`config.mk`:
```
export PLATFORM = sky130hd
export DESIGN_NAME = sac_ctrl
export DESIGN_NICKNAME = d
export VERILOG_FILES = /design/src/sv/sac_pkg.sv /design/src/sv/sac_ctrl.sv
export SDC_FILE = /design/constraint.sdc
export NUM_CORES = 1
export LEC_CHECK = 0
export BUFFER_PORTS_ARGS = -buffer_cell sky130_fd_sc_hd__buf_2
export CORE_MARGIN = 2
export CORE_UTILIZATION = 40
export CTS_CLUSTER_DIAMETER = 150
export DETAILED_ROUTE_END_ITERATION = 6
export GPL_TIMING_DRIVEN = 0
export PLACE_DENSITY = 0.66
export SLEW_MARGIN = 20
export SYNTH_ARGS = -nofsm -noshare
export SYNTH_HDL_FRONTEND = slang
export SYNTH_SLANG_ARGS = --single-unit
```
`constraint.sdc`:
```
create_clock -name clk -period 1.45 [get_ports clk]
set_input_delay 0.145 -clock clk [delete_from_list [all_inputs] [get_ports clk]]
set_output_delay 0.145 -clock clk [all_outputs]
set_load 0.01 [all_outputs]
```
`src/sv/sac_pkg.sv`:
```
// -----------------------------------------------------------------------------
// sac_pkg - shared types and constants for the suffix automaton cover counter
// Command codes, datapath micro-operations and the control/status bundles
// that pass between the sequencer and the datapath.
// -----------------------------------------------------------------------------
package sac_pkg;

  // default sizing
  localparam int MAX_REF_LEN_DEF = 1024;
  localparam int MAX_STATES_DEF  = 2048;
  localparam int ALPHABET_DEF    = 26;

  // saturating piece counter width, fixed by the result format
  localparam int COUNT_W = 16;

  // automaton root state index, zero means no state
  localparam int ROOT_STATE = 1;

  // request command codes
  localparam logic [1:0] CMD_CLEAR  = 2'd0;
  localparam logic [1:0] CMD_APPEND = 2'd1;
  localparam logic [1:0] CMD_QUERY  = 2'd2;

  // datapath micro-operations
  localparam int OP_W = 5;
  localparam logic [OP_W-1:0] OP_NONE         = 5'd0;
  localparam logic [OP_W-1:0] OP_CLEAR        = 5'd1;
  localparam logic [OP_W-1:0] OP_SET_FULL     = 5'd2;
  localparam logic [OP_W-1:0] OP_APPEND_START = 5'd3;
  localparam logic [OP_W-1:0] OP_LEN_NP       = 5'd4;
  localparam logic [OP_W-1:0] OP_ROW_CLR      = 5'd5;
  localparam logic [OP_W-1:0] OP_W1_RD        = 5'd6;
  localparam logic [OP_W-1:0] OP_LINK_NP_ROOT = 5'd7;
  localparam logic [OP_W-1:0] OP_W1_SET       = 5'd8;
  localparam logic [OP_W-1:0] OP_W1_HIT       = 5'd9;
  localparam logic [OP_W-1:0] OP_LINK_NP_Q    = 5'd10;
  localparam logic [OP_W-1:0] OP_CLONE        = 5'd11;
  localparam logic [OP_W-1:0] OP_LINK_NQ      = 5'd12;
  localparam logic [OP_W-1:0] OP_LINK_Q       = 5'd13;
  localparam logic [OP_W-1:0] OP_LINK_NP_NQ   = 5'd14;
  localparam logic [OP_W-1:0] OP_CPY_RD       = 5'd15;
  localparam logic [OP_W-1:0] OP_CPY_WR       = 5'd16;
  localparam logic [OP_W-1:0] OP_W2_RD        = 5'd17;
  localparam logic [OP_W-1:0] OP_W2_SET       = 5'd18;
  localparam logic [OP_W-1:0] OP_Q_START      = 5'd19;
  localparam logic [OP_W-1:0] OP_Q_RD_WALK    = 5'd20;
  localparam logic [OP_W-1:0] OP_Q_TAKE       = 5'd21;
  localparam logic [OP_W-1:0] OP_Q_ROOT       = 5'd22;
  localparam logic [OP_W-1:0] OP_Q_FAIL       = 5'd23;
  localparam logic [OP_W-1:0] OP_Q_OUT        = 5'd24;

  // sequencer to datapath
  typedef struct packed {
    logic            take;  // capture the incoming request
    logic [OP_W-1:0] op;
  } ctrl_t;

  // datapath to sequencer
  typedef struct packed {
    logic [1:0] in_command;
    logic       in_sym_ok;
    logic       full_cond;
    logic       p_zero;
    logic       t_zero;
    logic       t_eq_q;
    logic       len_match;
    logic       k_last;
    logic       failed;
    logic       walk_root;
    logic       sym_ok;
    logic       last;
    logic       out_free;
  } status_t;

endpackage

```
`src/sv/sac_ctrl.sv`:
```
// -----------------------------------------------------------------------------
// sac_ctrl - sequencer for the suffix automaton cover counter
// Steps appends through row clear, suffix link walks, cloning and row copy,
// and query symbols through the transition lookups.
// -----------------------------------------------------------------------------
module sac_ctrl (
  input  logic              clk,
  input  logic              rst,
  input  logic              s_tvalid,
  output logic              s_tready,
  input  sac_pkg::status_t  status,
  output sac_pkg::ctrl_t    ctrl
);

  localparam logic [4:0] S_IDLE  = 5'd0;
  localparam logic [4:0] S_A_LEN = 5'd1;
  localparam logic [4:0] S_A_CLR = 5'd2;
  localparam logic [4:0] S_W1_RD = 5'd3;
  localparam logic [4:0] S_W1_EV = 5'd4;
  localparam logic [4:0] S_CMP   = 5'd5;
  localparam logic [4:0] S_CL1   = 5'd6;
  localparam logic [4:0] S_CL2   = 5'd7;
  localparam logic [4:0] S_CL3   = 5'd8;
  localparam logic [4:0] S_CPR   = 5'd9;
  localparam logic [4:0] S_CPW   = 5'd10;
  localparam logic [4:0] S_W2_RD = 5'd11;
  localparam logic [4:0] S_W2_EV = 5'd12;
  localparam logic [4:0] S_Q0    = 5'd13;
  localparam logic [4:0] S_Q1    = 5'd14;
  localparam logic [4:0] S_Q2    = 5'd15;
  localparam logic [4:0] S_QFIN  = 5'd16;

  logic [4:0] state;
  logic [4:0] state_next;
  logic       accept;

  assign s_tready = (state == S_IDLE);
  assign accept   = s_tvalid && s_tready;

  // next state and micro-operation
  always_comb begin
    state_next = state;
    ctrl.take  = 1'b0;
    ctrl.op    = sac_pkg::OP_NONE;
    case (state)
      S_IDLE: begin
        if (accept) begin
          ctrl.take = 1'b1;
          case (status.in_command)
            sac_pkg::CMD_CLEAR: ctrl.op = sac_pkg::OP_CLEAR;
            sac_pkg::CMD_APPEND: begin
              if (status.in_sym_ok && status.full_cond) begin
                ctrl.op = sac_pkg::OP_SET_FULL;
              end else if (status.in_sym_ok) begin
                ctrl.op    = sac_pkg::OP_APPEND_START;
                state_next = S_A_LEN;
              end
            end
            sac_pkg::CMD_QUERY: begin
              ctrl.op    = sac_pkg::OP_Q_START;
              state_next = S_Q0;
            end
            default: ctrl.op = sac_pkg::OP_NONE;
          endcase
        end
      end
      S_A_LEN: begin
        ctrl.op    = sac_pkg::OP_LEN_NP;
        state_next = S_A_CLR;
      end
      S_A_CLR: begin
        ctrl.op = sac_pkg::OP_ROW_CLR;
        if (status.k_last) begin
          state_next = S_W1_RD;
        end
      end
      // first walk: point missing edges at the new state
      S_W1_RD: begin
        if (status.p_zero) begin
          ctrl.op    = sac_pkg::OP_LINK_NP_ROOT;
          state_next = S_IDLE;
        end else begin
          ctrl.op    = sac_pkg::OP_W1_RD;
          state_next = S_W1_EV;
        end
      end
      S_W1_EV: begin
        if (status.t_zero) begin
          ctrl.op    = sac_pkg::OP_W1_SET;
          state_next = S_W1_RD;
        end else begin
          ctrl.op    = sac_pkg::OP_W1_HIT;
          state_next = S_CMP;
        end
      end
      S_CMP: begin
        if (status.len_match) begin
          ctrl.op    = sac_pkg::OP_LINK_NP_Q;
          state_next = S_IDLE;
        end else begin
          ctrl.op    = sac_pkg::OP_CLONE;
          state_next = S_CL1;
        end
      end
      S_CL1: begin
        ctrl.op    = sac_pkg::OP_LINK_NQ;
        state_next = S_CL2;
      end
      S_CL2: begin
        ctrl.op    = sac_pkg::OP_LINK_Q;
        state_next = S_CL3;
      end
      S_CL3: begin
        ctrl.op    = sac_pkg::OP_LINK_NP_NQ;
        state_next = S_CPR;
      end
      // clone row copy, each entry read in S_CPR and written in S_CPW
      S_CPR: begin
        ctrl.op    = sac_pkg::OP_CPY_RD;
        state_next = S_CPW;
      end
      S_CPW: begin
        ctrl.op    = sac_pkg::OP_CPY_WR;
        state_next = status.k_last ? S_W2_RD : S_CPR;
      end
      // second walk: redirect edges to the clone
      S_W2_RD: begin
        if (status.p_zero) begin
          state_next = S_IDLE;
        end else begin
          ctrl.op    = sac_pkg::OP_W2_RD;
          state_next = S_W2_EV;
        end
      end
      S_W2_EV: begin
        if (status.t_eq_q) begin
          ctrl.op    = sac_pkg::OP_W2_SET;
          state_next = S_W2_RD;
        end else begin
          state_next = S_IDLE;
        end
      end
      // query symbol
      S_Q0: begin
        if (status.failed) begin
          state_next = S_QFIN;
        end else if (status.sym_ok && !status.walk_root) begin
          ctrl.op    = sac_pkg::OP_Q_RD_WALK;
          state_next = S_Q1;
        end else begin
          ctrl.op    = sac_pkg::OP_Q_ROOT;
          state_next = S_Q2;
        end
      end
      S_Q1: begin
        if (!status.t_zero) begin
          ctrl.op    = sac_pkg::OP_Q_TAKE;
          state_next = S_QFIN;
        end else begin
          ctrl.op    = sac_pkg::OP_Q_ROOT;
          state_next = S_Q2;
        end
      end
      S_Q2: begin
        ctrl.op    = (status.sym_ok && !status.t_zero) ? sac_pkg::OP_Q_TAKE
                                                       : sac_pkg::OP_Q_FAIL;
        state_next = S_QFIN;
      end
      S_QFIN: begin
        if (!status.last) begin
          state_next = S_IDLE;
        end else if (status.out_free) begin
          ctrl.op    = sac_pkg::OP_Q_OUT;
          state_next = S_IDLE;
        end
      end
      default: state_next = S_IDLE;
    endcase
  end

  // state register
  always_ff @(posedge clk) begin
    if (rst) begin
      state <= S_IDLE;
    end else begin
      state <= state_next;
    end
  end

endmodule

```
==> impl_metrics.json, run 1 <==
{
  "h-tree-depth": 1,
  "max_freq_mhz": 601.0,
  "via_per_inst": 5.685,
  "slowest_stage": "dfxtp_2",
  "crit_path_start": "state[4]$_SDFFE_PP0P_",
  "port_buffers": 23,
  "fill_cells": 150,
  "synth-main-ff-cell": "dfxtp_1",
  "worstSetupPathType": "flip-flop to output pin",
  "clk_pin_slew_ns": 0.04,
  "required_ns": 1.31,
  "antenna_found_initial": 0,
  "cp_data_arrival_time_ns": 1.52,
  "synth_cells": 103,
  "hpwl_mm": 1.605,
  "violations": "setup timing",
  "max_cap_viol_count": 0,
  "powerDensity_mw_per_mm2": 1364,
  "yosysTopAreaCell": "dfxtp_1",
  "grt_pass1_vias": 760,
  "yosys-top-cells-area": "dfxtp_1, a21oi_1, nand2_1",
  "startpoint_type": "flip-flop",
  "rsz0062_at_grt": "true",
  "cts_buffers": 3,
  "largest_reg_flops": 5,
  "start_util_pct": 41.83,
  "die_w_um": 46.26,
  "fin_crit_ns": 1.664,
  "grt_pass1_wl_mm": 3.450,
  "worst_pin_slew_ns": 0.3422,
  "synth_edf_count": 0,
  "totalWireLength_mm": 2.198,
  "ys_ff_latch": 5,
  "fin_total_pwr_w": 0.001412,
  "slew_viol_final": 0,
  "worst_setup_path_end_kind": "output pin",
  "grt_usage_pct": 22.19,
  "p_leak_nw": 0.4358,
  "synth_top_area_share_pct": 14.01,
  "largest-register": "state",
  "grt_overflow_total": 0,
  "fin_crit_sh_pct": 114.8,
  "postCtsHoldBufs": 0,
  "fp.dieArea_mm2": 0.002140,
  "fp-row-count": 15,
  "min_path_type": "primary input to flip-flop",
  "tns_ns": -1.004,
  "drc": 0,
  "cts.path.max_buffers": 2,
  "cts_tree": "done",
  "coreArea_mm2": 0.001708,
  "setup_ws_ns": -0.2140,
  "drive_gt1_share_pct": 45.26,
  "wl_met2_mm": 1.065,
  "via_count": 921,
  "first_iter_violations": 39,
  "min-delay-start": "rst",
  "ys.warnings.count": 0,
  "routed.top_layer": "met4",
  "antenna_cells": 0,
  "whs_path_depth": 2,
  "outcome": "finished with violations",
  "ys_types": 44,
  "final_cell_mix": "buf_2, nand2_1, nor2_1, a21oi_1",
  "drt-met1-wl_um": 959,
  "reg_top3": "state (5)",
  "syn_area_um2": 714.4,
  "seq_area_frac_synth_pct": 14.01,
  "mostFrequentLayoutCell": "buf_2",
  "cts_num_sinks": 5,
  "first_pass_iters": 4,
  "place_congestion": 0.8767,
  "synthArstFlopShare_pct": 0,
  "hold_viol_final": 0,
  "finalSetupViolCount": 10,
  "path_cells": "or2_4 > nor3_4 > a32oi_2 > o41ai_1 > buf_2",
  "r2r-start": "state[3]$_SDFFE_PP0P_",
  "syn_nets": 120,
  "clk_latency_ns": 0.24,
  "layout.nets": 155,
  "crit_fanout": 4,
  "antenna_left": 0,
  "post-place-ws_ns": -0.08877,
  "pin_count": 24,
  "reg2reg_depth": 6,
  "wl_met3_um": 146,
  "clk_root_buffer_cell": "clkbuf_4",
  "clock_skew_ns": 0.002019,
  "wl_per_cell_um": 13.57,
  "avgSynthCellArea_um2": 6.936,
  "ir_drop_v": 0.0009456,
  "slew_headroom_pct": 77.03,
  "die_h_um": 46.26,
  "max_stage_delay_ns": 0.34,
  "area_growth_syn_to_layout_pct": 44.83,
  "grt_max_degree": 11
}
## area by class of cell
type / count / area, um^2 / share of cell area [%]
Multi-Input combinational cell: 86 / 616.8 / 59.61
Clock buffer: 4 / 26.28 / 2.539
Timing Repair Buffer: 30 / 175.2 / 16.93
Inverter: 6 / 22.52 / 2.177
Tap cell: 25 / 31.28 / 3.023
Sequential cell: 5 / 111.4 / 10.76
Buffer: 6 / 51.30 / 4.958
## path summary, 6_finish.rpt
path / end / slack, ns
hold / removal: state[4]$_SDFFE_PP0P_ / 0.1
setup / recovery: ctrl[4] / -0.21
setup reg to reg: state[2]$_SDFFE_PP0P_ / -0.05
hold reg to reg: state[0]$_SDFFE_PP0P_ / 0.61
## cell families (layout without fill, tap and decap cells)
family	after synthesis	after routing	share of synthesized area, %
buffers and inverters	12	46	7.530
AO/OA/AOI/OAI	36	36	33.10
multiplexers	1	1	1.401
flip-flops	5	5	14.01
AND/OR/NAND/NOR	49	49	43.96
## cell usage after synthesis, types with 2 or more instances
master    number
or2_1          2
o21ai_1        4
nor2_1         7
nor3_1         2
a31oi_1        5
a211oi_1       4
nor3b_1        3
a21oi_1        8
nand2b_1       6
inv_2          2
nor3_2         3
o21ai_0        3
nand2_1       10
inv_1          4
nor2b_1        4
buf_2          4
dfxtp_1        5
## report_power, final
group	internal (W)	switching [W]	total, W
Clock	0.000104	0.0000496	0.000153
Sequential	0.000180	0.0000583	0.000238
Combinational	0.000493	0.000528	0.00102
Total	0.000776	0.000636	0.00141
## per-layer routing
layer | global-route usage (%) | vias up
met5 | 0 | -
met4 | 1.714 | 0
met3 | 5.098 | 4
met2 | 37.50 | 42
met1 | 29.67 | 421
li1 | - | 454
## repair_timing
item / CTS / global route
setup buffers: 5 / 2
pin swaps: 7 / 7
setup endpoints to repair: 6 / 10
gates resized for setup: 21 / 5
hold endpoints to repair: 0 / 0
## metrics by stage
step,hold WS (ns),instance area [um^2],util [%],std cells
final,0.09522,1035,60.59,162
after global routing,0.09263,1035,60.59,162
after floorplan,0.2174,714.4,-,103
after detailed placement,0.3438,860.8,50.40,151
after CTS,0.08777,997.2,58.39,160
after global placement,0.3365,860.8,50.40,151
## worst max-delay path: cells and delay by family (launching register included)
kind                   cells  cell delay [ns]
buffers and inverters      1             0.18
flip-flops                 1             0.34
AO/OA/AOI/OAI              2             0.23
AND/OR/NAND/NOR            2             0.54
Power figures use the tool's default switching activity.
==> run 2: changes to the inputs <==
--- a/config.mk
+++ b/config.mk
@@ -6,11 +6,13 @@
 export NUM_CORES = 1
 export LEC_CHECK = 0
 export BUFFER_PORTS_ARGS = -buffer_cell sky130_fd_sc_hd__buf_2
+export CAP_MARGIN = 10
 export CORE_MARGIN = 2
 export CORE_UTILIZATION = 40
 export CTS_CLUSTER_DIAMETER = 150
 export DETAILED_ROUTE_END_ITERATION = 6
 export GPL_TIMING_DRIVEN = 0
+export MAX_ROUTING_LAYER = met4
 export PLACE_DENSITY = 0.66
 export SLEW_MARGIN = 20
 export SYNTH_ARGS = -nofsm -noshare
==> run 2 against run 1 <==
The run still ends with setup timing left. Clock power about the same. Clock skew hardly changed. Wire length is 1.2% higher. Critical endpoint unchanged.
==> impl_metrics.json, run 2 (same netlist as run 1, synthesis figures left out) <==
{
  "via_per_inst": 5.716,
  "grt_usage_pct": 22.82,
  "worst_setup_path_end_kind": "output pin",
  "cp_data_arrival_time_ns": 1.51,
  "fin_crit_ns": 1.660,
  "die_h_um": 46.26,
  "clock_skew_ns": 0.001746,
  "clk_pin_slew_ns": 0.04,
  "r2r-start": "state[3]$_SDFFE_PP0P_",
  "totalWireLength_mm": 2.225,
  "finalSetupViolCount": 10,
  "drc": 0,
  "setup_ws_ns": -0.2097,
  "hpwl_mm": 1.605,
  "largest-register": "state",
  "port_buffers": 23,
  "crit_fanout": 4,
  "layout.nets": 155,
  "coreArea_mm2": 0.001708,
  "met3_usage_pct": 4.706,
  "cts.path.max_buffers": 2,
  "first_iter_violations": 37,
  "grt_pass1_vias": 757,
  "post-place-ws_ns": -0.08877,
  "final_cell_mix": "buf_2, nand2_1, nor2_1, a21oi_1",
  "grt_pass1_wl_mm": 3.456,
  "reg_top3": "state (5)",
  "required_ns": 1.31,
  "wl_per_cell_um": 13.73,
  "slew_headroom_pct": 77.09,
  "mostFrequentLayoutCell": "buf_2",
  "grt_max_degree": 11,
  "cts_num_sinks": 5,
  "fin_crit_sh_pct": 114.5,
  "drive_gt1_share_pct": 45.26,
  "hold_viol_final": 0,
  "start_util_pct": 41.83,
  "ir_drop_v": 0.0009512,
  "largest_reg_flops": 5,
  "h-tree-depth": 1,
  "cts_buffers": 3,
  "antenna_found_initial": 0,
  "r2r_end": "state[2]$_SDFFE_PP0P_",
  "p_leak_nw": 0.4358,
  "die_w_um": 46.26,
  "clk_latency_ns": 0.23,
  "pin_count": 24,
  "reg2reg_depth": 6,
  "max_freq_mhz": 602.5,
  "worstSetupPathType": "flip-flop to output pin",
  "grtUsageMet2_pct": 37.22,
  "top_usage_layer": "met2",
  "fin_total_pwr_w": 0.001414,
  "via_count": 926,
  "tns_ns": -1.019,
  "crit_path_start": "state[4]$_SDFFE_PP0P_",
  "fp-row-count": 15,
  "area_growth_syn_to_layout_pct": 44.83,
  "slew_viol_final": 0,
  "r2r_setup_slack_ns": -0.05,
  "violations": "setup timing",
  "outcome": "finished with violations",
  "first_pass_iters": 4,
  "whs_path_depth": 2,
  "cts_tree": "done",
  "worst_pin_slew_ns": 0.3413,
  "min_path_type": "primary input to flip-flop",
  "antenna_left": 0,
  "endpoint": "ctrl[4]",
  "grt_use_met1_pct": 30.14,
  "max_cap_viol_count": 0,
  "postCtsHoldBufs": 0,
  "startpoint_type": "flip-flop",
  "rsz0062_at_grt": "true",
  "antenna_cells": 0,
  "clk_root_buffer_cell": "clkbuf_4",
  "place_congestion": 0.8911,
  "fp.dieArea_mm2": 0.002140,
  "powerDensity_mw_per_mm2": 1367,
  "grt_overflow_total": 0,
  "hold_slack_ns": 0.09504
}
run 2: cell counts in the layout (fill, tap and decap cells not counted):
No cell type changed its count.
run 2: how the worst min path moves through the flow:
stage	from	to	slack, ns
floorplan	rst	state[4]$_SDFFE_PP0P_	0.22
global placement	rst	state[4]$_SDFFE_PP0P_	0.34
detailed placement	rst	state[4]$_SDFFE_PP0P_	0.34
CTS	rst	state[4]$_SDFFE_PP0P_	0.09
global route	rst	state[4]$_SDFFE_PP0P_	0.09
finish	rst	state[4]$_SDFFE_PP0P_	0.1
run 2: worst max-delay path, cell delays in order (launching register included):
cell	delay, ns
dfxtp_2	0.34
or2_4	0.29
nor3_4	0.25
a32oi_2	0.15
o41ai_1	0.08
buf_2	0.18
run 2: layout make-up:
class,instances,area [um^2]
Inverter,6,22.52
Fill cell,148,673.1
Tap cell,25,31.28
Multi-Input combinational cell,86,616.8
Buffer,6,51.30
Sequential cell,5,111.4
Timing Repair Buffer,30,175.2
Clock buffer,4,26.28
run 2: what timing repair did:
item	CTS	global route
endpoints found under the setup margin	6	10
resized for setup	21	5
buffers inserted	5	2
pin swaps	7	7
run 2: power breakdown:
part / leakage, nW / internal (W) / switching (W) / total (W)
clock network: 0.0150 / 0.000104 / 0.0000491 / 0.000153
logic: 0.377 / 0.000493 / 0.000530 / 0.00102
registers: 0.0436 / 0.000180 / 0.0000586 / 0.000239
run 2: layer usage:
metal,part of all wire [%],wire [um],up-vias
li1,-,-,453
met1,46,1016,433
met2,48,1074,38
met3,5.2,116,2
met4,0.76,17,0
met5,0,0,-
run 2: stage by stage:
step                instance area, um^2  util [%]  cells
floorplan                         714.4         -    103
global placement                  860.8     50.40    151
detailed placement                860.8     50.40    151
CTS                               997.2     58.39    160
global route                       1035     60.59    162
finish                             1035     60.59    162
==> run 3: changes to the inputs <==
--- a/config.mk
+++ b/config.mk
@@ -14,6 +14,7 @@
 export GPL_TIMING_DRIVEN = 0
 export MAX_ROUTING_LAYER = met4
 export PLACE_DENSITY = 0.66
+export SETUP_SLACK_MARGIN = 0.1
 export SLEW_MARGIN = 20
 export SYNTH_ARGS = -nofsm -noshare
 export SYNTH_HDL_FRONTEND = slang
==> constraint.sdc (replaced) <==
create_clock -name clk -period 1.45 [get_ports clk]
set_input_delay 0.145 -clock clk [delete_from_list [all_inputs] [get_ports clk]]
set_output_delay 0.145 -clock clk [all_outputs]
set_load 0.1 [all_outputs]
==> run 3 against run 2 <==
Critical path depth unchanged. Utilization rose by 19 points. Critical endpoint unchanged. Register-to-register slack improved by 0.11 ns. Combinational power up 140%. First-iteration DRC count up 2.7%. Clock power about the same. Via count is 15% higher. Clock skew increased by 0.00075 ns. Maximum frequency decreased by 8.7%. The run still ends with setup timing left. Largest cell class unchanged. Sequential share of layout area fell by 2.2 points. Wire length increased by 39%.
==> impl_metrics.json, run 3 (same netlist as run 1, synthesis figures left out) <==
{
  "rsz0062_at_grt": "true",
  "max_freq_mhz": 549.8,
  "hold_slack_ns": 0.1030,
  "reg_top3": "state (5)",
  "cp_data_arrival_time_ns": 1.67,
  "fin_util_pct": 79.85,
  "worst_pin_slew_ns": 0.4168,
  "fin_total_pwr_w": 0.002888,
  "required_ns": 1.31,
  "clock_skew_ns": 0.002496,
  "fin_crit_sh_pct": 125.4,
  "drive_gt1_share_pct": 57.93,
  "clk_latency_ns": 0.23,
  "via_count": 1063,
  "area_growth_syn_to_layout_pct": 90.89,
  "setup_ws_ns": -0.3687,
  "pin_count": 24,
  "h-tree-depth": 1,
  "first_pass_iters": 4,
  "p_leak_nw": 0.5481,
  "via_per_inst": 6.253,
  "cts_buffers": 3,
  "routed.top_layer": "met4",
  "fin_crit_ns": 1.819,
  "drc": 0,
  "hold_viol_final": 0,
  "final-instance-count-excl-fill": 170,
  "clk_pin_slew_ns": 0.04,
  "cts_tree": "done",
  "slowest_stage": "dfxtp_4",
  "slew_viol_final": 0,
  "path_cells": "or2_4 > nor3_4 > a32oi_2 > o41ai_4 > buf_6",
  "fill_cells": 94,
  "min_path_type": "primary input to flip-flop",
  "place_congestion": 0.8688,
  "max_cap_viol_count": 0,
  "grt_usage_pct": 27.44,
  "first_iter_violations": 38,
  "final_cell_mix": "buf_2, buf_4, nand2_1, buf_12",
  "crit_fanout": 5,
  "cts_num_sinks": 5,
  "antenna_cells": 0,
  "critical_path_buf_inv_count": 1,
  "layout.nets": 163,
  "cts.path.max_buffers": 2,
  "max_stage_delay_ns": 0.36,
  "ir_drop_v": 0.001676,
  "powerDensity_mw_per_mm2": 2117,
  "antenna_left": 0,
  "die_w_um": 46.26,
  "slew_headroom_pct": 72.04,
  "wl_met3_um": 334,
  "critPathTopFamily": "simple AND/OR/NAND/NOR gates",
  "grt_overflow_total": 0,
  "hpwl_mm": 1.780,
  "clk_root_buffer_cell": "clkbuf_4",
  "die_h_um": 46.26,
  "fp-row-count": 15,
  "coreArea_mm2": 0.001708,
  "wl_per_cell_um": 18.19,
  "totalWireLength_mm": 3.092,
  "largest-register": "state",
  "wl_met2_mm": 1.466,
  "fp.dieArea_mm2": 0.002140,
  "worstSetupPathType": "flip-flop to output pin",
  "antenna_found_initial": 0,
  "violations": "setup timing",
  "finalSetupViolCount": 7,
  "port_buffers": 23,
  "worst_setup_path_end_kind": "output pin",
  "startpoint_type": "flip-flop",
  "mostFrequentLayoutCell": "buf_2",
  "drt-met1-wl_mm": 1.158,
  "outcome": "finished with violations",
  "grt_max_degree": 11,
  "start_util_pct": 41.83,
  "largest_reg_flops": 5,
  "place_inst": 151,
  "grt_pass1_wl_mm": 4.146,
  "grt_pass1_vias": 900
}
-- run 3: changes by cell type in the layout (fill, tap and decap cells not counted), moves of 2 or more --
cell	previous run	this run
buf_12	0	7
buf_2	24	18
buf_4	6	12
dfxtp_2	3	1
dfxtp_4	2	4
nor3_4	1	3
o21ai_1	3	1
o21ai_4	0	2
-- run 3: report_power, final --
group	switching (W)	internal, W
logic	0.00148	0.00101
clock network	0.0000491	0.000104
registers	0.0000685	0.000185
-- run 3: path summary, 6_finish.rpt --
path	slack (ns)	from	to	depth (start not counted)
setup reg to reg	0.06	state[2]$_SDFFE_PP0P_	state[2]$_SDFFE_PP0P_	4
hold reg to reg	0.61	state[4]$_SDFFE_PP0P_	state[3]$_SDFFE_PP0P_	2
setup / recovery	-0.37	state[0]$_SDFFE_PP0P_	ctrl[4]	5
hold / removal	0.10	rst	state[4]$_SDFFE_PP0P_	2
-- run 3: final cells by class --
class	count	area [um^2]	area share [%]
clock buffer	4	26.28	1.927
buffer	6	63.81	4.679
multi-input combinational	86	757.0	55.50
inverter	6	30.03	2.202
timing repair buffer	38	339.1	24.86
sequential	5	116.4	8.532
tap	25	31.28	2.294
-- run 3: per-stage QoR --
step	instance area [um^2]	setup TNS, ns	worst slack, ns
2_1_floorplan	795.8	-5.117	-0.9970
3_3_place_gp	942.2	-1.691	-0.4167
3_5_place_dp	942.2	-1.626	-0.4142
4_1_cts	1177	-1.783	-0.3556
5_1_grt	1364	-2.137	-0.4312
6_report	1364	-1.739	-0.3687
-- run 3: layer usage --
layer	track usage, %	vias to the layer above
li1	-	476
met1	37.00	492
met2	42.22	77
met3	3.529	18
met4	8.571	0
met5	-	-
-- run 3: repair_timing --
action | in CTS | in global routing
gates cloned | 2 | 0
setup buffers | 7 | 6
resized for setup | 40 | 30
pin swaps | 9 | 10
endpoints found under the hold margin | 0 | 0
endpoints found under the setup margin | 12 | 11
hold buffers | 0 | 0
-- run 3: worst register-to-register path, stage by stage, from the launching register on --
cell     delay [ns]
dfxtp_4        0.35
or2_4          0.30
a211o_1        0.32
o21ai_4        0.21
a31oi_1        0.07
